**src/rtl/core/mmas_mem.sv**
```systemverilog
`default_nettype none
module mmas_mem #(
	parameter int W     = 16,
	parameter int DEPTH = 64,
	parameter int AW    = 6
) (
	input  wire logic          clk,
	input  wire logic          we,
	input  wire logic [AW-1:0] waddr,
	input  wire logic [W-1:0]  wdata,
	input  wire logic          re,
	input  wire logic [AW-1:0] raddr,
	output logic      [W-1:0]  rdata_q
);

	logic [W-1:0] mem [DEPTH];

	always_ff @(posedge clk) begin
		if (we)
			mem[waddr] <= wdata;
	end

	always_ff @(posedge clk) begin
		if (re)
			rdata_q <= mem[raddr];
	end

endmodule
`default_nettype wire

```
**config.mk**
```make
export PLATFORM = sky130hd
export DESIGN_NAME = mmas_mem
export DESIGN_NICKNAME = d
export VERILOG_FILES = /design/src/rtl/core/mmas_mem.sv
export SDC_FILE = /design/constraint.sdc
export NUM_CORES = 1
export LEC_CHECK = 0
export BUFFER_PORTS_ARGS = -buffer_cell sky130_fd_sc_hd__buf_2
export CORE_MARGIN = 2
export CORE_UTILIZATION = 52
export DETAILED_ROUTE_END_ITERATION = 12
export GPL_TIMING_DRIVEN = 0
export PLACE_DENSITY_LB_ADDON = 0.25
export SLEW_MARGIN = 20
export SYNTH_ARGS = -nofsm -noshare
export SYNTH_HDL_FRONTEND = slang
export SYNTH_SLANG_ARGS = --single-unit
```
**constraint.sdc**
```tcl
create_clock -name clk -period 3.4 [get_ports clk]
set_input_delay 0.34 -clock clk [delete_from_list [all_inputs] [get_ports clk]]
set_output_delay 0.34 -clock clk [all_outputs]
set_load 0.02 [all_outputs]
```
* Word level (Yosys, flattened, before mapping) *
Memories as Yosys holds them, arrays and structs flattened. A register that Yosys moved wholly into a read port is not among the register bits.
Cells that the tools add are included.

word-level totals
  register bits after elaboration = 0
  RAM bits = 1024
  input bits = 31
  output and inout bits = 16
  logic and storage cells = 3
  memories kept = 1

cells by class
  muxes and demuxes = 2

memory list
  name  words  bits a word  rd ports  clocked after Yosys merged registers in  wr ports  RTL line  RTL
  mem   64     16           1         1                                        1         16        logic [W-1:0] mem [DEPTH];

operators with widths
  cell              count
  1-bit 2-to-1 mux  2

* Logic depth before layout (Yosys ltp) *
  word-level depth = 2
  depth in mapped cells = 10
  gate-level depth less buffers = 5

* Worst setup path before layout *
OpenSTA, ideal clock, no wires.

  path type = input -> register
  start = input waddr[3]
  end = memory mem[48][0] (enable)
  setup time = 0.409 ns
  arrival = 1.966 ns
  required time = 2.991 ns
  slack = 1.025 ns
  stages = 4
  buffers on the path = 1
  cells stage by stage = clkbuf_1 > nor2b_1 > nand4b_1 > nor3_1

RTL lines
  what         RTL line  RTL
  from (decl)  9         input wire logic [AW-1:0] waddr,
  to (decl)    16

Straight into the memory's write port.

==> impl_metrics.tcl <==
set metrics [dict create \
    synthesis.area_mm2 0.0402 \
    place_area_mm2 0.0427 \
    syn2layout_area_growth_pct 14.0 \
    overflow 0 \
    die_y_um 282 \
    p_leak_nw 14.5 \
    required_ns 3.75 \
    crit_fanout 10 \
    skew_ns 0.0184 \
    ys_types 42 \
    grt.total_usage_pct 25.7 \
    layout-drive-gt1-share_pct 29.8 \
    synthCells 1829 \
    drcViolationCount 0 \
    dp_hpwl_mm 65.5 \
    switching_power_mw 5.64 \
    dieArea_mm2 0.0796 \
    cts_resized 0 \
    total_power_mw 26.3 \
    worst_pin_slew_ns 0.984 \
    layout.nets 2065 \
    synthArstFlopShare_pct 0 \
    antenna-diode-count 0 \
    cts_buffers 101 \
    synth_edf_count 1040 \
    rsz0062_at_grt "false" \
    critPathKind "in -> reg" \
    synth_flop_cell "edfxtp_1" \
    min_period_over_period_pct 83.9 \
    num_vias 19870 \
    final_cells 3148 \
    p_int_mw 20.7 \
    max_freq_mhz 351 \
    yosysSeqAreaShare_pct 77.7 \
    core_region_area_mm2 0.0762 \
    cts_tree "built" \
    drt_wl_total_mm 100 \
    cp-start-kind "input pin" \
    combPwrFrac_pct 5.5 \
    via_per_inst 6.31 \
    rows 101 \
    insertion_delay_ns 0.65 \
    peakVddDrop_v 0.000363 \
    power_frac_seq_pct 54.1 \
    yosys-top-cells-area "edfxtp_1, mux4_2, mux2i_1" \
    cts_root_buffer "clkbuf_16" \
    io_pins 47 \
    final_area_mm2 0.0458 \
    path_clk_slew_ns 0.06 \
    port-buffer-count 39 \
    start_util_pct 52.8 \
    clockBufferDepth 3 \
    yosysWarnings 0 \
    ant_nets 0 \
    ys_ff_latch 1040 \
    syn_nets 1860 \
    clock-sinks 1040 \
    timing.final.ws_setup_ns 0.548 \
    cts_setup_buffers 0 \
    dr.pass1.iters 5 \
    critPathCaptureType "flop" \
    gp_congestion 0.869 \
    switching_share_pct 21.4 \
    slew_headroom_pct 34.4 \
    yosys.area.top_type "edfxtp_1" \
    antenna_found_initial 3 \
    p_clk_share_pct 40.4 \
    setup_viol 0 \
    finalHoldViolations 0 \
    dp_cells 2961 \
    drt_iter0_markers 2491 \
    htree_levels 3 \
    pre_cts_ws_ns 0.0741 \
    grt_max_degree 65 \
    synth.avg_cell_area_um2 22.0 \
    drv_slew 0 \
    grt_pass1_vias 19805 \
    outcome "complete, no violations" \
    synth_top_area_share_pct 77.7 \
    post_drt_wl_per_cell_um 31.8 \
    powerDensity_mw_per_mm2 574 \
    die_width_um 282 \
    grt_pass1_wl_mm 142 \
    min_path_type "in -> reg" \
    cp_data_arrival_time_ns 3.20 \
    min_period_ns 2.85 \
    cts_hold_buf 0 \
    drv_cap 0 \
]
## registers in the layout, indices dropped and copies added (netlist names)
signal,count
rdata_q,16
mem,1024
## final timing paths
check | startpoint | endpoint | slack [ns] | cells past startpoint
hold reg to reg | mem[36][14] | rdata_q[14] | 1.08 | 4
setup reg to reg | mem[23][9] | rdata_q[9] | 0.75 | 5
setup / recovery | raddr[2] | rdata_q[9] | 0.55 | 8
hold / removal | re | rdata_q[11] | 0.11 | 1
## cells in the final DEF, fill, tap and decap left out, drive strengths merged, types with 27 or more instances in the layout
cell type / synthesis / layout
mux2: 27 / 27
clkbuf: 27 / 154
edfxtp: 1040 / 1040
clkinv: 0 / 47
buf: 77 / 179
nor2b: 30 / 30
mux4: 224 / 224
a22oi: 39 / 39
nand2: 60 / 60
nor2: 74 / 74
mux2i: 85 / 85
## worst max-delay path, stage by stage
cell	delay, ns
buf_2	0.29
buf_4	0.24
buf_2	0.45
mux4_2	0.38
mux2i_1	0.43
a22oi_1	0.19
a31oi_1	0.69
a311oi_1	0.18
## power by group through the flow
stage / logic, mW / registers, mW / clock network [mW]
floorplan: 0.735 / 14.5 / 0
global placement: 1.39 / 14.5 / 0
detailed placement: 1.45 / 14.5 / 0
CTS: 1.45 / 14.2 / 10.7
global route: 1.51 / 14.2 / 11.2
finish: 1.45 / 14.2 / 10.6
## cells by family (layout without fill, tap and decap cells)
logic type / count (synthesis) / count (layout) / synth area share (%)
compound gates: 129 / 129 / 2.40
flops: 1040 / 1040 / 77.7
buf+inv: 104 / 393 / 1.82
mux: 336 / 336 / 15.5
simple gates: 220 / 220 / 2.64
## synthesized netlist by cell type, types with 3 or more instances
library cell and instances:
a211o_1 8, a211oi_1 8, a21oi_1 17, a221o_1 6
a221oi_1 16, a22o_1 6, a22oi_1 39, a311oi_1 8
a31oi_1 8, a41oi_1 5, and4_1 5, buf_1 3
buf_12 5, buf_2 36, buf_4 13, buf_6 17
buf_8 3, clkbuf_1 24, edfxtp_1 1040, mux2_2 27
mux2i_1 85, mux4_1 4, mux4_2 220, nand2_1 59
nand2b_1 3, nand3_1 24, nand4_1 12, nor2_1 72
nor2b_1 30, nor4_2 3, o21ai_0 5, o21ai_1 3
## metal layers
| layer | global-route usage (%) | vias to the layer above | share of wire (%) |
|---|---|---|---|
| li1 | - | 8118 | - |
| met1 | 35.9 | 10497 | 39 |
| met2 | 41.0 | 1092 | 48 |
| met3 | 5.36 | 161 | 9.6 |
| met4 | 8.84 | 2 | 3.5 |
| met5 | 0 | - | 0.011 |
## cell type report
type                       instances  area, µm²
clock inverter                    60        459
timing repair buffer             102       1050
multi-input combinational        685       8400
fill                            5245      30400
clock buffer                     127       2650
buffer                           104        733
sequential                      1040      31200
tap                             1030       1290
## through the flow
step                TNS [ns]  hold slack [ns]  utilization (%)
floorplan                  0            0.439                -
global placement      -11.58            0.752             54.7
detailed placement         0            0.776             56.0
CTS                        0           0.0850             60.1
global route               0           0.0972             60.1
finish                     0            0.113             60.1
Power figures use the tool's default switching activity.
