<file path="config.mk">
export PLATFORM = sky130hd
export DESIGN_NAME = mmas_cell
export DESIGN_NICKNAME = d
export VERILOG_FILES = /design/src/rtl/core/mmas_pkg.sv /design/src/rtl/core/mmas_cell.sv
export SDC_FILE = /design/constraint.sdc
export NUM_CORES = 1
export LEC_CHECK = 0
export BUFFER_PORTS_ARGS = -buffer_cell sky130_fd_sc_hd__buf_2
export CAP_MARGIN = 5
export CELL_PAD_IN_SITES_DETAIL_PLACEMENT = 1
export CELL_PAD_IN_SITES_GLOBAL_PLACEMENT = 2
export CORE_MARGIN = 4
export CORE_UTILIZATION = 42
export DETAILED_ROUTE_END_ITERATION = 16
export GPL_ROUTABILITY_DRIVEN = 0
export PLACE_DENSITY = 0.84
export SLEW_MARGIN = 20
export SYNTH_ARGS = -nofsm -noshare
export SYNTH_HDL_FRONTEND = slang
export SYNTH_SLANG_ARGS = --single-unit
</file>
<file path="constraint.sdc">
create_clock -name clk -period 8.3 [get_ports clk]
set_input_delay 1.66 -clock clk [delete_from_list [all_inputs] [get_ports clk]]
set_output_delay 1.66 -clock clk [all_outputs]
set_load 0.05 [all_outputs]
</file>
<file path="src/rtl/core/mmas_pkg.sv">
`default_nettype none
package mmas_pkg;

	localparam int RES_W      = 40;
	localparam int ACC_W      = 64;
	localparam int FRAC_SHIFT = 8;
	localparam int RESULT_CAP = 64;
	localparam int RCW        = 7;

	localparam logic [1:0] MODE_MUL = 2'd0;
	localparam logic [1:0] MODE_ADD = 2'd1;
	localparam logic [1:0] MODE_SUB = 2'd2;

	localparam logic [2:0] REG_MODE   = 3'd0;
	localparam logic [2:0] REG_ROWS_A = 3'd1;
	localparam logic [2:0] REG_COLS_A = 3'd2;
	localparam logic [2:0] REG_ROWS_B = 3'd3;
	localparam logic [2:0] REG_COLS_B = 3'd4;

	typedef enum logic [2:0] {
		ST_IDLE,
		ST_ERR,
		ST_LOAD,
		ST_RUN,
		ST_DRAIN
	} state_t;

	// control bits travelling with each stream item along the cell row
	typedef struct packed {
		logic vld;
		logic first;
		logic fin;
		logic mul;
		logic sub;
	} tag_t;

	function automatic logic signed [ACC_W-1:0] clamp61(input logic signed [ACC_W-1:0] v);
		logic signed [ACC_W-1:0] b;
		b = 64'sd1 <<< 61;
		if (v > b)
			return b;
		if (v < -b)
			return -b;
		return v;
	endfunction

	function automatic logic signed [RES_W-1:0] sat40(input logic signed [ACC_W-1:0] v);
		logic signed [ACC_W-1:0] hi;
		logic signed [ACC_W-1:0] lo;
		hi = (64'sd1 <<< 39) - 64'sd1;
		lo = -(64'sd1 <<< 39);
		if (v > hi)
			return hi[RES_W-1:0];
		if (v < lo)
			return lo[RES_W-1:0];
		return v[RES_W-1:0];
	endfunction

endpackage
`default_nettype wire

</file>
<file path="src/rtl/core/mmas_cell.sv">
`default_nettype none
module mmas_cell #(
	parameter int EW       = 16,
	parameter int IW       = 3,
	parameter int DW       = 4,
	parameter int MAX_DIM  = 8,
	parameter int CELL_IDX = 0
) (
	input  wire logic                              clk,
	input  wire logic                              arst_n,
	input  wire logic                              en,
	input  wire logic                              sh,
	input  wire logic signed [EW-1:0]              sh_in,
	output logic signed      [EW-1:0]              sh_out,
	input  wire logic        [DW-1:0]              oc,
	input  wire mmas_pkg::tag_t                    tag_in,
	input  wire logic signed [EW-1:0]              a_in,
	input  wire logic        [IW-1:0]              k_in,
	input  wire logic        [IW-1:0]              i_in,
	output mmas_pkg::tag_t                         tag_out,
	output logic signed      [EW-1:0]              a_out,
	output logic             [IW-1:0]              k_out,
	output logic             [IW-1:0]              i_out,
	output logic                                   res_vld,
	output logic signed      [mmas_pkg::RES_W-1:0] res_val,
	output logic             [IW-1:0]              res_row
);

	// this cell's column of B, shifted in from the right during preload
	logic signed [EW-1:0] col_q [MAX_DIM];

	mmas_pkg::tag_t                     tag_q;
	logic signed [EW-1:0]               a_q;
	logic        [IW-1:0]               k_q;
	logic        [IW-1:0]               i_q;

	logic                               act;
	logic signed [EW-1:0]               b_sel;
	logic signed [2*EW-1:0]             prod;
	logic signed [EW:0]                 pm;
	logic signed [mmas_pkg::ACC_W-1:0]  term;

	logic                               s1_vld_s1;
	logic                               s1_first_s1;
	logic                               s1_fin_s1;
	logic        [IW-1:0]               row_s1;
	logic signed [mmas_pkg::ACC_W-1:0]  term_s1;

	logic signed [mmas_pkg::ACC_W-1:0]  acc_q;
	logic signed [mmas_pkg::ACC_W-1:0]  sum;
	logic                               res_vld_q;
	logic        [IW-1:0]               res_row_q;

	always_ff @(posedge clk) begin
		if (sh) begin
			for (int m = 0; m < MAX_DIM - 1; m++)
				col_q[m] <= col_q[m+1];
			col_q[MAX_DIM-1] <= sh_in;
		end
	end

	assign sh_out = col_q[0];

	always_ff @(posedge clk or negedge arst_n) begin
		if (!arst_n) begin
			tag_q     <= '0;
			s1_vld_s1 <= 1'b0;
			res_vld_q <= 1'b0;
		end else if (en) begin
			tag_q     <= tag_in;
			s1_vld_s1 <= tag_in.vld && act;
			res_vld_q <= s1_vld_s1 && s1_fin_s1;
		end
	end

	always_ff @(posedge clk) begin
		if (en) begin
			a_q         <= a_in;
			k_q         <= k_in;
			i_q         <= i_in;
			s1_first_s1 <= tag_in.first;
			s1_fin_s1   <= tag_in.fin;
			row_s1      <= i_in;
			term_s1     <= term;
			res_row_q   <= row_s1;
			if (s1_vld_s1)
				acc_q <= mmas_pkg::clamp61(sum);
		end
	end

	assign act   = DW'(CELL_IDX) < oc;
	assign b_sel = tag_in.mul ? col_q[k_in] : col_q[i_in];
	assign prod  = a_in * b_sel;
	assign pm    = tag_in.sub ? ((EW+1)'(a_in) - (EW+1)'(b_sel))
	                          : ((EW+1)'(a_in) + (EW+1)'(b_sel));

	// sum and difference: only the item whose column matches this cell counts
	always_comb begin
		if (tag_in.mul)
			term = mmas_pkg::ACC_W'(prod);
		else if (k_in == IW'(CELL_IDX))
			term = mmas_pkg::ACC_W'(pm) <<< mmas_pkg::FRAC_SHIFT;
		else
			term = '0;
	end

	assign sum = (s1_first_s1 ? '0 : acc_q) + mmas_pkg::clamp61(term_s1);

	assign tag_out = tag_q;
	assign a_out   = a_q;
	assign k_out   = k_q;
	assign i_out   = i_q;
	assign res_vld = res_vld_q;
	assign res_val = mmas_pkg::sat40(acc_q);
	assign res_row = res_row_q;

endmodule
`default_nettype wire

</file>
# Yosys cells after proc, flatten, opt, wreduce, memory -nomap -nowiden
# Memories as Yosys holds them, arrays and structs flattened.
# Index checks and enable logic that the tools add are counted.
word_totals:
  wordCells: 63
  input_bits: 51
  register_bits: 162
  ramBits: 128
  mem_count: 1
op_classes:
  addsub: 3
  n_mul: 1
  order_cmp: 7
  muxes: 32
  n_reduce_logical: 4
mem_list:
  columns: ["name", "words", "word_bits", "read_ports", "rd_ports_with_merged_regs", "write_ports", "line", "rtl"]
  rows:
  - ["col_q", 8, 16, 10, 0, 8, "mmas_cell.sv:30", "logic signed [EW-1:0] col_q [MAX_DIM];"]
ops:
  columns: ["op", "n"]
  rows:
  - ["$mux W64", 11]
  - ["$mux W40", 4]
  - ["$gt A64 B63 Y1 const B", 2]
  - ["$lt A64 B62 Y1 const B", 2]
  - ["$add A64 B64 Y64", 1]
  - ["$gt A64 B40 Y1 const B", 1]
  - ["$lt A64 B40 Y1 const B", 1]
  - ["$mul A16 B16 Y32", 1]
  - ["$add A16 B16 Y17", 1]
  - ["$mux W17", 1]
  - ["$sub A16 B16 Y17", 1]
  - ["$mux W16", 1]
  - ["$mux W1", 15]
  - ["$lt A1 B4 Y1 const A", 1]
  - ["$logic_not A3 Y1", 1]
  - ["$logic_and A1 B1 Y1", 2]
  - ["$reduce_and A2 Y1", 1]

# Longest topological paths before layout
depth:
  ltp_word: 15
  mapped_depth: 33

# Least setup slack after synthesis
# No wires, ideal clock.
synth_path:
  path_kind: "input -> register"
  start: "in i_in[0]"
  end: "reg term_s1[62] (netlist name), data pin"
  setup_slack_ns: -1.280
  t_arrival_ns: 9.309
  setup_time_ns: 0.271
  cell_stages: 31
  path_buffers: 5
  path_cell_list: "buf_2 > buf_2 > buf_2 > mux4_2 > a211oi_1 > a21oi_1 > clkbuf_1 > clkbuf_1 > and2_1 > fa_1 > inv_1 > fa_1 > fa_1 > fa_1 > inv_1 > fa_1 > inv_1 > fa_1 > inv_1 > ha_1 > and3_1 > nand3_1 > o31a_1 > a31oi_1 > a41oi_1 > o31ai_1 > o311ai_0 > a21oi_1 > a21oi_1 > xnor2_1 > o22ai_1"
synth_via:
  elab_chain_cells: 6
  word_cells_on_any_way: 8
  classes_between: "add/sub (2); mul (1); mux (4); memory (1)"
synth_rtl:
  columns: ["item", "line", "rtl"]
  rows:
  - ["from (decl)", "mmas_cell.sv:19", "input wire logic [IW-1:0] i_in,"]
  - ["$mem_v2 Z8 W16 *", null, null]
  - ["$mux W16 *", "mmas_cell.sv:92", "assign b_sel = tag_in.mul ? col_q[k_in] : col_q[i_in];"]
  - ["parallel branches: the longest is 3 deep, another holds $mul A16 B16 Y32", null, null]
  - ["$mux W64 *", "mmas_cell.sv:99", "if (tag_in.mul)"]
  - ["to (signal assigned)", "mmas_cell.sv:84", "term_s1 <= term;"]
  - ["to (decl)", "mmas_cell.sv:47", "logic signed [mmas_pkg::ACC_W-1:0] term_s1;"]
# Mark *: on every way between the ends.
# A chain may end at the register's enable or synchronous reset.

# Worst setup path in the final report
layout_path:
  start: "in k_in[0]"
  end: "reg term_s1[29] (netlist name), data pin"
layout_via:
  elab_chain_cells: 6
  word_cells_on_any_way: 9
  classes_between: "add/sub (2); mul (1); mux (4); reduce/logical (1); memory (1)"
layout_rtl:
  columns: ["item", "line", "rtl"]
  rows:
  - ["from (decl)", "mmas_cell.sv:18", "input wire logic [IW-1:0] k_in,"]
  - ["parallel branches: the longest is 5 deep, another holds $mul A16 B16 Y32", null, null]
  - ["$mux W64 *", "mmas_cell.sv:99", null]
  - ["named net term, one bit", "mmas_cell.sv:41", "logic signed [mmas_pkg::ACC_W-1:0] term;"]
# Mark *: on every way through the listed nets, which the timed path passes.

==> impl_metrics.py <==
metrics = {
    "run_status": {
        "status": "finished, violations left",
        "violations": "setup timing",
    },
    "worst_hold_path": {
        "worstHoldStart": "row_s1[0]",
        "hold_class": "reg2reg",
        "min_path_cells": 0,
        "worstHoldEndpoint": "res_row[0]",
    },
    "critical_path": {
        "reg2reg_depth": 28,
        "path_max_fanout": 9,
        "crit_top_cell": "fa_1",
        "start_kind": "input pin",
        "r2r_slack_ns": 0.85,
        "cp_data_arrival_time_ns": 8.62,
        "cp_slowest_cell": "fa_1",
        "endpoint_kind": "flop",
        "crit_start": "k_in[0]",
        "path_class": "in2reg",
        "worstReg2RegEnd": "term_s1[19]",
        "r2r_start": "col_q[3][4]",
        "critPathMaxStageDelay_ns": 0.56,
        "crit_required_ns": 8.61,
    },
    "cts": {
        "cts_buffer_depth": 3,
        "cts_max_level": 1,
        "clkLatencyLatePin_ns": 0.60,
        "cts_hold_buf": 0,
        "clkSinkCount": 258,
        "clkTransAtPathRegs_ns": 0.06,
        "cts_tree": "yes",
        "cts_root_buffer": "clkbuf_16",
        "numCtsBuffers": 31,
    },
    "floorplanning": {
        "ios": 138,
        "die_area_sq_um": 68300,
        "die_x_um": 261,
        "fp.coreArea_sq_um": 63300,
        "die_y_um": 261,
        "rows": 92,
        "initial_core_util_pct": 42.6,
    },
    "layout": {
        "syn_to_final_growth_pct": 19.3,
        "fin_cells": 3843,
        "final_cell_area_sq_um": 32200,
        "nNetsFinal": 3451,
        "final_common_cell": "inv_1",
        "drive_above_1_share_pct": 22.4,
        "n_antenna_cell": 0,
        "nFillCells": 7004,
        "final_cell_mix": "336 x inv_1, 251 x edfxtp_1, 246 x fa_1",
        "final_util_pct": 50.8,
    },
    "synthesis": {
        "async_reset_ff_share_pct": 2.71,
        "synthMuxAreaShare_pct": 6.59,
        "synth_compound_area_share_pct": 10.6,
        "netlist_instances": 2696,
        "ys_seq_area_share_pct": 28.6,
        "synth_xor_area_share_pct": 3.59,
        "synth_top_family_by_area": "adder cells",
        "synth_top_area_cell": "edfxtp_1",
        "yosys_warnings": 0,
        "synth_fp_nets": 3175,
        "synthSimpleGateAreaFrac_pct": 16.3,
        "synth_top_area_share_pct": 27.9,
        "syn-cell-area_sq_um": 27000,
        "synth.avg_cell_area_sq_um": 10.0,
        "synthAdderAreaFrac_pct": 27.2,
        "ys_ff_latch": 258,
        "ys.flop_type": "edfxtp_1",
        "synth_edf_count": 251,
        "synth.area.top_cells": "edfxtp_1 28%, fa_1 20%, ha_1 7.6%",
        "ys_types": 90,
    },
    "placement": {
        "dpl.hpwl_um": 66700,
        "io_buffers": 137,
        "placedCellCount": 3750,
        "place_area_sq_um": 30200,
        "dp_worst_setup_slack_ns": -0.968,
    },
    "grt": {
        "antenna_found_initial": 1,
        "grt.total_usage_pct": 24.9,
        "grt_pass1_vias": 24072,
        "grt_pass1_wl_um": 135000,
        "grt_max_degree": 70,
        "grt_overflow": 0,
    },
    "drt": {
        "viasPerCell": 5.57,
        "routed_wl_um": 85700,
        "drtAntennaViolNets": 0,
        "met1_length_um": 35500,
        "highest_layer": "met5",
        "drt_iter0_markers": 1216,
        "first_pass_iters": 5,
        "drc_errors": 0,
        "num_vias": 21412,
        "met3_length_um": 2920,
        "wl_per_cell_um": 22.3,
        "wl_met2_um": 44600,
    },
    "timing": {
        "layout_setup_ws_ns": -0.0108,
        "hold_viol": 0,
        "finalMaxSlewViolations": 0,
        "finalCritPeriodShare_pct": 100,
        "setup_viol": 2,
        "timing.fmax_mhz": 120,
        "skew_ns": 0.0162,
        "period_needed_ns": 8.31,
        "rsz0062_at_grt": "yes",
        "tightest_slew_ns": 1.01,
        "maxSlewHeadroom_pct": 32.6,
    },
    "run": {
        "drv_cap": 0,
    },
}
==> synth_stat cells (all sizes together) (28+ instances only) <==
cell    count
fa        264
buf        38
ha        164
mux4       64
clkbuf     95
nor2b      87
nand3      37
a21o       31
and2      133
a21oi     136
inv       353
xor2       41
a211oi     28
nor2      237
o21ai      82
edfxtp    251
nand2     229
xnor2      68
==> routing by layer <==
layer / up-vias / global-route usage (%)
met5: - / 0
met4: 2 / 6.35
met3: 154 / 2.17
met2: 435 / 45.9
met1: 11070 / 31.5
li1: 9751 / -
==> worst max-delay path: cells and delay by family <==
| kind | cells | cell delay (ns) |
|---|---|---|
| xor gates and xnor gates | 1 | 0.18 |
| adders and majority gates | 7 | 3.20 |
| buffers and inverters | 9 | 0.97 |
| muxes | 2 | 0.81 |
| AOI/OAI and AO/OA | 10 | 1.49 |
| and+or+nand+nor | 3 | 0.29 |
==> through the flow <==
| stage | hold WS, ns | TNS (ns) |
|---|---|---|
| after floorplan | 0.438 | -2.02 |
| after global placement | 0.433 | -8.14 |
| after detailed placement | 0.440 | -11.00 |
| after CTS | 0.455 | 0 |
| after global routing | 0.477 | -1.46 |
| final | 0.450 | -0.0192 |
==> area by class of cell <==
| cell class | instances | area [sq um] | area share (%) |
|---|---|---|---|
| clock buffers | 36 | 795 | 2.47 |
| well taps | 846 | 1060 | 3.29 |
| multi-input cells | 1952 | 18100 | 56.4 |
| inverters | 353 | 1330 | 4.12 |
| repair buffers | 376 | 2870 | 8.91 |
| clock inverters | 22 | 279 | 0.867 |
| flip-flops and latches | 258 | 7710 | 24.0 |
==> what timing repair did <==
item,CTS,global route
pin swaps,31,80
hold endpoints to repair,0,0
setup buffers,10,23
gates cloned,1,2
endpoints found under the setup margin,9,12
gates resized for setup,45,97
==> worst max path at each step <==
stage	slack, ns	end	depth (start not counted)
after floorplan	-0.42	term_s1[62]	31
after global placement	-0.76	term_s1[62]	29
after detailed placement	-0.97	term_s1[62]	29
after CTS	0.003	term_s1[30]	29
after global routing	-0.26	term_s1[29]	32
final	-0.01	term_s1[29]	32
==> kinds of logic (layout without fill, tap and decap cells) <==
kind of cell,Yosys count,count (layout)
buffers and inverters,486,787
AND/OR/NAND/NOR,883,883
XOR/XNOR,109,109
AO/OA/AOI/OAI,436,436
multiplexers,96,96
adder cells (fa/ha/maj),428,428
flip-flops,258,258
==> state kept, by name, indices dropped and copies added (netlist names), 3 cells and up <==
name,cells
row_s1,3
tag_out,5
acc_q,64
res_row,3
term_s1,32
k_out,3
col_q,128
a_out,16
Power is left out: the tool's default activity adds up to more than one toggle a clock period on the data nets, which glitch-free logic cannot reach.
